File: src/hdl/spdq_pkg.sv
// ----------------------------------------------------------------------------
// spdq_pkg
// Shared constants for the stick pulse direction qualifier: direction
// codes, register indexes, reset values and the persistence counter limits.
// ----------------------------------------------------------------------------
`default_nettype none

package spdq_pkg;

   // default pulse width in bits
   localparam int PULSE_BITS_DEF = 16;

   // direction codes (3 bits so that "none" fits)
   localparam int DIR_BITS = 3;
   localparam logic [DIR_BITS-1:0] DIR_UP    = 3'd0;
   localparam logic [DIR_BITS-1:0] DIR_RIGHT = 3'd1;
   localparam logic [DIR_BITS-1:0] DIR_DOWN  = 3'd2;
   localparam logic [DIR_BITS-1:0] DIR_LEFT  = 3'd3;
   localparam logic [DIR_BITS-1:0] DIR_NONE  = 3'd4;

   // register indexes
   localparam int CSR_IDX_BITS = 2;
   localparam logic [CSR_IDX_BITS-1:0] CSR_CENTRE = 2'd0;
   localparam logic [CSR_IDX_BITS-1:0] CSR_LOW    = 2'd1;
   localparam logic [CSR_IDX_BITS-1:0] CSR_HIGH   = 2'd2;
   localparam logic [CSR_IDX_BITS-1:0] CSR_HOLD   = 2'd3;

   // reset values (wide; truncated to the pulse width where used)
   localparam logic [31:0] CENTRE_RESET = 32'd1520;
   localparam logic [31:0] LOW_RESET    = 32'd1315;
   localparam logic [31:0] HIGH_RESET   = 32'd1725;

   // persistence counter
   localparam int COUNT_BITS = 7;
   localparam logic [COUNT_BITS-1:0] HOLD_RESET = 7'd100;
   localparam logic [COUNT_BITS-1:0] COUNT_MAX  = 7'd127;

endpackage

`default_nettype wire

File: src/hdl/spdq_classify.sv
// ----------------------------------------------------------------------------
// spdq_classify
// Raw direction from two pulse widths: the axis farther from centre wins
// (tie to vertical), then that axis is checked against the thresholds.
// ----------------------------------------------------------------------------
`default_nettype none

module spdq_classify #(
   parameter int PULSE_BITS = spdq_pkg::PULSE_BITS_DEF
) (
   input  wire logic [PULSE_BITS-1:0]          centre_width,
   input  wire logic [PULSE_BITS-1:0]          low_threshold,
   input  wire logic [PULSE_BITS-1:0]          high_threshold,
   input  wire logic [PULSE_BITS-1:0]          horizontal_width,
   input  wire logic [PULSE_BITS-1:0]          vertical_width,
   output logic      [spdq_pkg::DIR_BITS-1:0]  raw_direction
);
   import spdq_pkg::*;

   logic [PULSE_BITS-1:0] dist_h;
   logic [PULSE_BITS-1:0] dist_v;

   // absolute distance of each axis from centre
   always_comb begin
      dist_h = (centre_width > horizontal_width) ? (centre_width - horizontal_width)
                                                 : (horizontal_width - centre_width);
      dist_v = (centre_width > vertical_width) ? (centre_width - vertical_width)
                                               : (vertical_width - centre_width);
   end

   // dominant axis, then threshold check
   always_comb begin
      raw_direction = DIR_NONE;
      if (dist_h > dist_v) begin
         if (horizontal_width < low_threshold) begin
            raw_direction = DIR_RIGHT;
         end else if (horizontal_width > high_threshold) begin
            raw_direction = DIR_LEFT;
         end
      end else begin
         if (vertical_width < low_threshold) begin
            raw_direction = DIR_DOWN;
         end else if (vertical_width > high_threshold) begin
            raw_direction = DIR_UP;
         end
      end
   end

endmodule

`default_nettype wire

File: src/hdl/stick_pulse_direction_qualifier_top.sv
// ----------------------------------------------------------------------------
// stick_pulse_direction_qualifier_top
// Classifies stick pulse widths into a direction and qualifies a change of
// the held direction by a persistence count.
// ----------------------------------------------------------------------------
// One word is accepted per clock while the result side is ready, and one
// result word comes out per input word: a word is captured in an input
// register, classified and applied to the held state while it moves into
// the result register. Throughput is one word per cycle while not stalled;
// the only loop is the registered update of held direction, candidate and
// persistence count. Registers written on the csr port take effect for the words
// classified after the write; write them only while no word is in flight.
`default_nettype none

module stick_pulse_direction_qualifier_top #(
   parameter int PULSE_BITS = spdq_pkg::PULSE_BITS_DEF
) (
   input  wire logic                                 clock,
   input  wire logic                                 reset,
   // configuration
   input  wire logic                                 csr_valid,
   output logic                                      csr_ready,
   input  wire logic [spdq_pkg::CSR_IDX_BITS-1:0]    csr_index,
   input  wire logic [PULSE_BITS-1:0]                csr_wdata,
   // input words
   input  wire logic                                 req_valid,
   output logic                                      req_ready,
   input  wire logic [PULSE_BITS-1:0]                req_horizontal_width,
   input  wire logic [PULSE_BITS-1:0]                req_vertical_width,
   input  wire logic [1:0]                           req_applied_direction,
   input  wire logic                                 req_paused,
   // result words
   output logic                                      rsp_valid,
   input  wire logic                                 rsp_ready,
   output logic [1:0]                                rsp_held_direction,
   output logic [spdq_pkg::DIR_BITS-1:0]             rsp_raw_direction,
   output logic                                      rsp_direction_changed
);
   import spdq_pkg::*;

   // configuration registers
   logic [PULSE_BITS-1:0] centre_ff;
   logic [PULSE_BITS-1:0] low_ff;
   logic [PULSE_BITS-1:0] high_ff;
   logic [COUNT_BITS-1:0] hold_ff;

   // input stage
   logic                  s0_valid_ff;
   logic [PULSE_BITS-1:0] s0_h_ff;
   logic [PULSE_BITS-1:0] s0_v_ff;
   logic [1:0]            s0_applied_ff;
   logic                  s0_paused_ff;

   // qualifier state
   logic [1:0]            held_ff,    held_in;
   logic [DIR_BITS-1:0]   cand_ff,    cand_in;
   logic [COUNT_BITS-1:0] persist_ff, persist_in;
   logic                  changed;

   // result stage
   logic                  out_valid_ff;
   logic [1:0]            out_held_ff;
   logic [DIR_BITS-1:0]   out_raw_ff;
   logic                  out_changed_ff;

   logic [DIR_BITS-1:0]   raw;
   logic                  s0_advance;
   logic                  req_take;
   logic                  reverse;

   // handshakes
   assign csr_ready  = 1'b1;
   assign s0_advance = s0_valid_ff && (!out_valid_ff || rsp_ready);
   assign req_ready  = !s0_valid_ff || s0_advance;
   assign req_take   = req_valid && req_ready;

   // configuration writes
   always_ff @(posedge clock) begin
      if (reset) begin
         centre_ff <= CENTRE_RESET[PULSE_BITS-1:0];
         low_ff    <= LOW_RESET[PULSE_BITS-1:0];
         high_ff   <= HIGH_RESET[PULSE_BITS-1:0];
         hold_ff   <= HOLD_RESET;
      end else if (csr_valid) begin
         case (csr_index)
            CSR_CENTRE: centre_ff <= csr_wdata;
            CSR_LOW:    low_ff    <= csr_wdata;
            CSR_HIGH:   high_ff   <= csr_wdata;
            CSR_HOLD:   hold_ff   <= csr_wdata[COUNT_BITS-1:0];
            default:    ;
         endcase
      end
   end

   // input register
   always_ff @(posedge clock) begin
      if (reset) begin
         s0_valid_ff <= 1'b0;
      end else if (req_ready) begin
         s0_valid_ff <= req_valid;
      end
   end

   always_ff @(posedge clock) begin
      if (req_take) begin
         s0_h_ff       <= req_horizontal_width;
         s0_v_ff       <= req_vertical_width;
         s0_applied_ff <= req_applied_direction;
         s0_paused_ff  <= req_paused;
      end
   end

   spdq_classify #(
      .PULSE_BITS(PULSE_BITS)
   ) u_classify (
      .centre_width     (centre_ff),
      .low_threshold    (low_ff),
      .high_threshold   (high_ff),
      .horizontal_width (s0_h_ff),
      .vertical_width   (s0_v_ff),
      .raw_direction    (raw)
   );

   // raw + 2 mod 4 equals applied
   assign reverse = ({~raw[1], raw[0]} == s0_applied_ff);

   // persistence update
   always_comb begin
      held_in    = held_ff;
      cand_in    = cand_ff;
      persist_in = persist_ff;
      changed    = 1'b0;
      if (!s0_paused_ff) begin
         if ((raw != {1'b0, s0_applied_ff}) && (raw != DIR_NONE)) begin
            if (persist_ff > hold_ff) begin
               if (!reverse) begin
                  held_in    = raw[1:0];
                  persist_in = '0;
                  changed    = 1'b1;
               end
            end else if (persist_ff == '0) begin
               cand_in    = raw;
               persist_in = COUNT_BITS'(1);
            end else if (cand_ff == raw) begin
               if (persist_ff < COUNT_MAX) begin
                  persist_in = persist_ff + COUNT_BITS'(1);
               end
            end else begin
               persist_in = '0;
            end
         end else begin
            persist_in = '0;
         end
      end
   end

   always_ff @(posedge clock) begin
      if (reset) begin
         held_ff    <= DIR_UP[1:0];
         cand_ff    <= DIR_NONE;
         persist_ff <= '0;
      end else if (s0_advance) begin
         held_ff    <= held_in;
         cand_ff    <= cand_in;
         persist_ff <= persist_in;
      end
   end

   // result register
   always_ff @(posedge clock) begin
      if (reset) begin
         out_valid_ff <= 1'b0;
      end else if (s0_advance) begin
         out_valid_ff <= 1'b1;
      end else if (rsp_ready) begin
         out_valid_ff <= 1'b0;
      end
   end

   always_ff @(posedge clock) begin
      if (s0_advance) begin
         out_held_ff    <= held_in;
         out_raw_ff     <= raw;
         out_changed_ff <= changed;
      end
   end

   assign rsp_valid             = out_valid_ff;
   assign rsp_held_direction    = out_held_ff;
   assign rsp_raw_direction     = out_raw_ff;
   assign rsp_direction_changed = out_changed_ff;

endmodule

`default_nettype wire

File: config.mk
export PLATFORM = sky130hd
export DESIGN_NAME = stick_pulse_direction_qualifier_top
export DESIGN_NICKNAME = d
export VERILOG_FILES = /design/src/hdl/spdq_pkg.sv /design/src/hdl/spdq_classify.sv /design/src/hdl/stick_pulse_direction_qualifier_top.sv
export SDC_FILE = /design/constraint.sdc
export NUM_CORES = 1
export LEC_CHECK = 0
export ABC_CLOCK_PERIOD_IN_PS = 13600
export BUFFER_PORTS_ARGS = -buffer_cell sky130_fd_sc_hd__buf_4
export CAP_MARGIN = 10
export CORE_MARGIN = 5
export CORE_UTILIZATION = 60
export DETAILED_ROUTE_END_ITERATION = 10
export PLACE_DENSITY_LB_ADDON = 0.2
export SYNTH_ARGS = -nofsm -noshare
export SYNTH_HDL_FRONTEND = slang
export SYNTH_SLANG_ARGS = --single-unit
export TNS_END_PERCENT = 100
File: constraint.sdc
create_clock -name clock -period 13.6 [get_ports clock]
set_input_delay 1.36 -clock clock [delete_from_list [all_inputs] [get_ports clock]]
set_output_delay 1.36 -clock clock [all_outputs]
set_load 0.02 [all_outputs]
# == Yosys cells after proc, flatten, opt, wreduce, memory -nomap -nowiden ==
# Index checks and enable logic that the tools add are counted.
# word_totals
regBits,110
elab_cells,80
output_inout_bits,9
inputBits,58
# op_classes
n_reduce_logical,17
bitwise_logic,4
add_sub_neg,5
magnitude_cmp,9
eq_ne,9
mux,20
# op_table
cell,n
16-bit > comparator,5
16-bit subtractor,4
7-bit two-way mux,6
16-bit less-than comparator,2
16-bit two-way mux,2
3-bit two-way mux,5
2-bit two-way mux,4
2-bit AND reduction,4
"7-bit by 1-bit adder with 7-bit output, second input constant",1
7-bit > comparator,1
7-bit zero test,1
"7-bit less-than comparator, second input constant",1
"3-bit != test, second input constant",2
"5-bit by 4-bit != test with 1-bit output, second input constant",1
5-bit AND reduction,1
"2-bit equality test, second input constant",2
1-bit inverter,4
4-bit AND reduction,1
3-bit equality test,1
1-bit logical AND,3
1-bit two-way mux,3
3-bit by 2-bit != test with 1-bit output,1
3-bit OR reduction,1
"2-bit by 1-bit equality test with 1-bit output, second input constant",1
5 further kinds,7

# == Logic depth before layout (Yosys ltp) ==
# depth
ltp_word,10
mapped_depth,26
mapped_depth_nobuf,25

# == Cells and area by module ==
# A second synthesis with hierarchy kept.
# hier_totals
hier_cells,1070
hier_area_um2,9132.5
# by_module_without_submodules
mod,seq_area_each_um2,area_per_inst_um2,instances,cells_per_inst
spdq_classify,0.0,4782.1,1,649
stick_pulse_direction_qualifier_top,2612.5,4350.4,1,421

# == Least setup slack after synthesis ==
# No wires, ideal clock.
# synth_path
path_kind,register -> register
startpoint,register s0_h_ff[12]
endpoint,register persist_ff[1]
t_arrival_ns,5.693
path_stages_with_launch,23
setup_slack_ns,7.786
t_required_ns,13.479
path_buffers,1
period_less_slack_ns,5.814
setup_ns,0.121
path_cell_list,edfxtp_1 ha_1 clkbuf_1 and3_1 nand2_1 nor3_1 nand3_1 a21oi_1 mux2i_1 o21ai_0 a221o_1 a41oi_1 xnor2_1 ha_1 nand4_1 or3_4 a21o_1 o211a_4 a211oi_4 a21oi_2 or3_4 o31a_2 mux2_4
# synth_between
elab_chain_len,9
elab_cells_between_ends,23
classes_between,add/sub (2); order compare (4); eq/ne (6); mux (8); bitwise (1); reduce/logical (2)
# synth_lines
item,line,source
"start, declared",stick_pulse_direction_qualifier_top.sv:49,logic [PULSE_BITS-1:0] s0_h_ff;
"start signal, assigned",stick_pulse_direction_qualifier_top.sv:106,s0_h_ff <= req_horizontal_width;
16-bit subtractor (tied with other cells),spdq_classify.sv:26,: (horizontal_width - centre_width);
16-bit two-way mux or 3-bit two-way mux (tied branches),"spdq_classify.sv:25, spdq_classify.sv:37",
16-bit > comparator or 3-bit two-way mux (tied branches),"spdq_classify.sv:34, spdq_classify.sv:35",
3-bit two-way mux *,spdq_classify.sv:34,if (dist_h > dist_v) begin
via raw[0],stick_pulse_direction_qualifier_top.sv:66,logic [DIR_BITS-1:0] raw;
3-bit equality test,stick_pulse_direction_qualifier_top.sv:144,end else if (cand_ff == raw) begin
7-bit two-way mux,stick_pulse_direction_qualifier_top.sv:144,
7-bit two-way mux,stick_pulse_direction_qualifier_top.sv:141,end else if (persist_ff == '0) begin
7-bit two-way mux,stick_pulse_direction_qualifier_top.sv:135,if (persist_ff > hold_ff) begin
7-bit two-way mux,stick_pulse_direction_qualifier_top.sv:134,"if ((raw != {1'b0, s0_applied_ff}) && (raw != DIR_NONE)) begin"
"end signal, assigned",stick_pulse_direction_qualifier_top.sv:165,persist_ff <= persist_in;
"end, declared",stick_pulse_direction_qualifier_top.sv:57,"logic [COUNT_BITS-1:0] persist_ff, persist_in;"
# Mark *: on every way through the listed nets, which the timed path passes. The rest lies on a longest branch.
# A chain may end at the register's enable or synchronous reset.

# == Worst setup path after layout ==
# layout_path
startpoint,register s0_v_ff[6]
endpoint,register persist_ff[1]
# layout_between
elab_chain_len,9
elab_cells_between_ends,23
classes_between,add/sub (2); order compare (4); eq/ne (6); mux (8); bitwise (1); reduce/logical (2)
# layout_lines
item,line,source
"start, declared",stick_pulse_direction_qualifier_top.sv:50,logic [PULSE_BITS-1:0] s0_v_ff;
"start signal, assigned",stick_pulse_direction_qualifier_top.sv:107,s0_v_ff <= req_vertical_width;
16-bit subtractor (tied with other cells),spdq_classify.sv:28,: (vertical_width - centre_width);
16-bit two-way mux or 3-bit two-way mux (tied branches),"spdq_classify.sv:27, spdq_classify.sv:43",
16-bit > comparator or 3-bit two-way mux (tied branches),"spdq_classify.sv:34, spdq_classify.sv:41",
3-bit two-way mux *,spdq_classify.sv:34,
3-bit equality test,stick_pulse_direction_qualifier_top.sv:144,
7-bit two-way mux,stick_pulse_direction_qualifier_top.sv:144,
7-bit two-way mux,stick_pulse_direction_qualifier_top.sv:141,
7-bit two-way mux,stick_pulse_direction_qualifier_top.sv:135,
7-bit two-way mux,stick_pulse_direction_qualifier_top.sv:134,
# Mark *: on every way between the ends. The rest lies on a longest branch, timed or not.

==> metrics.txt <==
PwrDens=94.99 mW/mm2; Std-Cell Rows=45; non-filler cells, final=1301; leading area contributor after synthesis=ha_1; Pre-Repair DR Iteration Count=6; Worst-Skew Late Latency=0.35 ns; Syn Inst Count=1067; clock tree buffer depth=2; Final Skew=0.007892 ns; hold path depth=2; critical-path maximum fanout=19; min cycle time layout=6.481 ns; Yosys top cell area share=20.27%; total track usage=27.32%; unrepaired setup endpoints after global routing=false; vias after detailed routing=8003; Hold EP=low_ff[9]; core area=0.01515 mm2; final worst slack=7.119 ns; Synth top cells by count=ha_1 (149), nand2_1 (121), a21oi_1 (115), inv_1 (111), dfxtp_1 (69); Worst setup EP type=register; mean post-synth cell area=8.619 um2; reg2reg setup slack=7.12 ns; Yosys cell types=89; family with the most delay on the worst path=compound AO/OA/AOI/OAI gates; chip width=133.8 um; Final nets=1319; dpl ws=7.222 ns; switching portion of total power=33.04%; Post-CTS Hold Buffers=0; Psw=0.0003172 W; synthesis-to-finish area growth=9.918%; final wirelength=24490 um; hold violation total from the final report=0; Syn. warnings=0; Worst EP arrival=6.72 ns; #FFs+latches synth=110; dominant synthesized flop cell=dfxtp_1; total congestion overflow=0; largest net degree at the start of global routing=71; syn nets=1278; Peak VDD IR=0.00007759 V; EDFF count, synth=41; antenna violations before repair=0; Worst setup SP type=register; area of the mapped netlist=0.009196 mm2; status=complete, no violations; r2r worst-path depth=19; initial core utilization=60.72%; Final Max Tran Viols=0; CP required=13.84 ns; setup TNS=0 ns; DP HPWL=19400 um; Worst path max stage delay=0.68 ns; Post-CTS Setup Bufs=0; largest cells by area after synthesis=ha_1 (20%), dfxtp_1 (15%), edfxtp_1 (13%); Max-Cap Viols=0; CP bufs+invs=0; Comb power frac=32.0%; Lkg Pwr=4.611 nW; die height=133.8 um; reg2reg end=persist_ff[1]; Crit Path Class=reg2reg; DRC=0; first-pass GRT wire length=39130 um; CTS tree=built; placed cells=1285; htree depth=3; clk slew on worst S/H paths=0.07 ns; Hold Startpoint=low_ff[9]; top-count cell post-synth=ha_1; layout cell share with drive strength beyond 1=11.95%; async set-reset flop share out of synthesis=0%; min-delay worst type=reg2reg; maximum clock rate=154.3 MHz; DRT iter0 DRCs=774; I/O pin count=67; Worst path slowest cell=o21a_1; Slew @ Worst Pin=1.121 ns; vias in the first global route=7659; PortBufs=65; internal power=0.0006430 W; Post-CTS Resized=0; Die ar.=0.01790 mm2; share of power burned in registers=39.2%; clk sinks=110; CTS Root Cell=clkbuf_16; DRT antenna net count=0; sequential area share after synthesis=28.41%; Inserted Clock Buffers=9; Clock power frac=28.9%; slew margin rel.=24.96%; Final setup viols=0; vias per std cell=6.151; routability cong.=0.9882; worst-path cell chain=ha_1 > a21oi_1 > nor3b_1 > a221oi_1 > a31o_2 > o21a_1 > mux2i_1 > a31o_2 > a21oi_1 > xor2_1 > ha_1 > nand4_1 > or3_4 > or2_2 > a32oi_1 > a21oi_2 > or3_4 > o31a_2 > mux2_4; Avg WL per Cell=18.82 um; Final Cycle Share=47.65%; r2r startpoint=s0_v_ff[6]; n_diodes=0
## worst max-delay path by stage
stage | from | endpoint | slack, ns | depth (start not counted)
global placement | s0_v_ff[6] | persist_ff[1] | 7.38 | 20
finish | s0_v_ff[6] | persist_ff[1] | 7.12 | 19
CTS | centre_ff[0] | persist_ff[1] | 7.22 | 24
floorplan | s0_h_ff[12] | persist_ff[1] | 7.79 | 22
detailed placement | centre_ff[0] | persist_ff[1] | 7.22 | 24
global route | centre_ff[0] | persist_ff[4] | 6.76 | 24
## flip-flops by register name, indices dropped and copies added (netlist names), 7 cells and up
register and cells:
s0_h_ff 16, centre_ff 16, s0_v_ff 16, high_ff 16, hold_ff 7, persist_ff 7, low_ff 16
## tightest hold or removal path: stages, from the launching register on
cell	delay, ns
dfxtp_1	0.31
nand2_1	0.05
a21oi_1	0.05
## layer usage
| metal | share of wire (%) | vias to the layer above | global-route usage [%] |
|---|---|---|---|
| li1 | - | 3895 | - |
| met1 | 45 | 3776 | 37.95 |
| met2 | 45 | 286 | 43.96 |
| met3 | 6.7 | 46 | 3.038 |
| met4 | 2.7 | 0 | 10.29 |
| met5 | 0 | - | 0 |
## layout make-up
cell class | count | area [um2]
flip-flops and latches | 110 | 2613
clock buffers | 12 | 257.7
well taps | 188 | 235.2
multi-input cells | 808 | 6023
fillers | 1287 | 5037
inverters | 111 | 416.7
repair buffers | 68 | 510.5
clock inverters | 4 | 52.55
## cells by family (layout without fill, tap and decap cells)
group,after synthesis,count (layout),share of synthesized area [%]
mux,29,29,3.306
other cells,1,1,0.04078
simple gates,309,309,17.27
fa+ha+maj,153,153,21.14
xor+xnor,28,28,2.667
buf+inv,149,195,6.204
compound gates,288,288,20.97
flops,110,110,28.41
## power by group through the flow
| stage | Clock [W] | Sequential [W] | Combinational, W |
|---|---|---|---|
| floorplan | 0 | 0.000378 | 0.000220 |
| global placement | 0 | 0.000382 | 0.000293 |
| detailed placement | 0 | 0.000383 | 0.000300 |
| CTS | 0.000283 | 0.000375 | 0.000302 |
| global route | 0.000295 | 0.000377 | 0.000340 |
| finish | 0.000277 | 0.000376 | 0.000307 |
## stage by stage
| step | power [W] | hold WS (ns) | utilization, % | cell area, um2 |
|---|---|---|---|---|
| after floorplan | 0.0005978 | 0.4363 | - | 9196 |
| after global placement | 0.0006756 | 0.4429 | 64.69 | 9798 |
| after detailed placement | 0.0006823 | 0.4485 | 64.69 | 9798 |
| after CTS | 0.0009598 | 0.4586 | 66.74 | 10110 |
| after global routing | 0.001012 | 0.4777 | 66.74 | 10110 |
| final | 0.0009602 | 0.4571 | 66.74 | 10110 |
## layout by cell type (no fill, tap or decap), types with 7 or more instances in the layout
master / n
a211o_1: 14
a21o_1: 41
a21oi_1: 114
and3_1: 7
buf_4: 68
clkbuf_16: 10
dfxtp_1: 69
edfxtp_1: 41
ha_1: 149
inv_1: 111
mux2_2: 7
mux2i_1: 21
nand2_1: 121
nand2b_1: 8
nand3_1: 27
nand3b_1: 11
nand4_1: 23
nor2_1: 47
nor2b_1: 14
nor3_1: 10
o21ai_0: 30
o21bai_1: 7
xnor2_1: 16
xor2_1: 12
(Power assumes the default switching activity.)
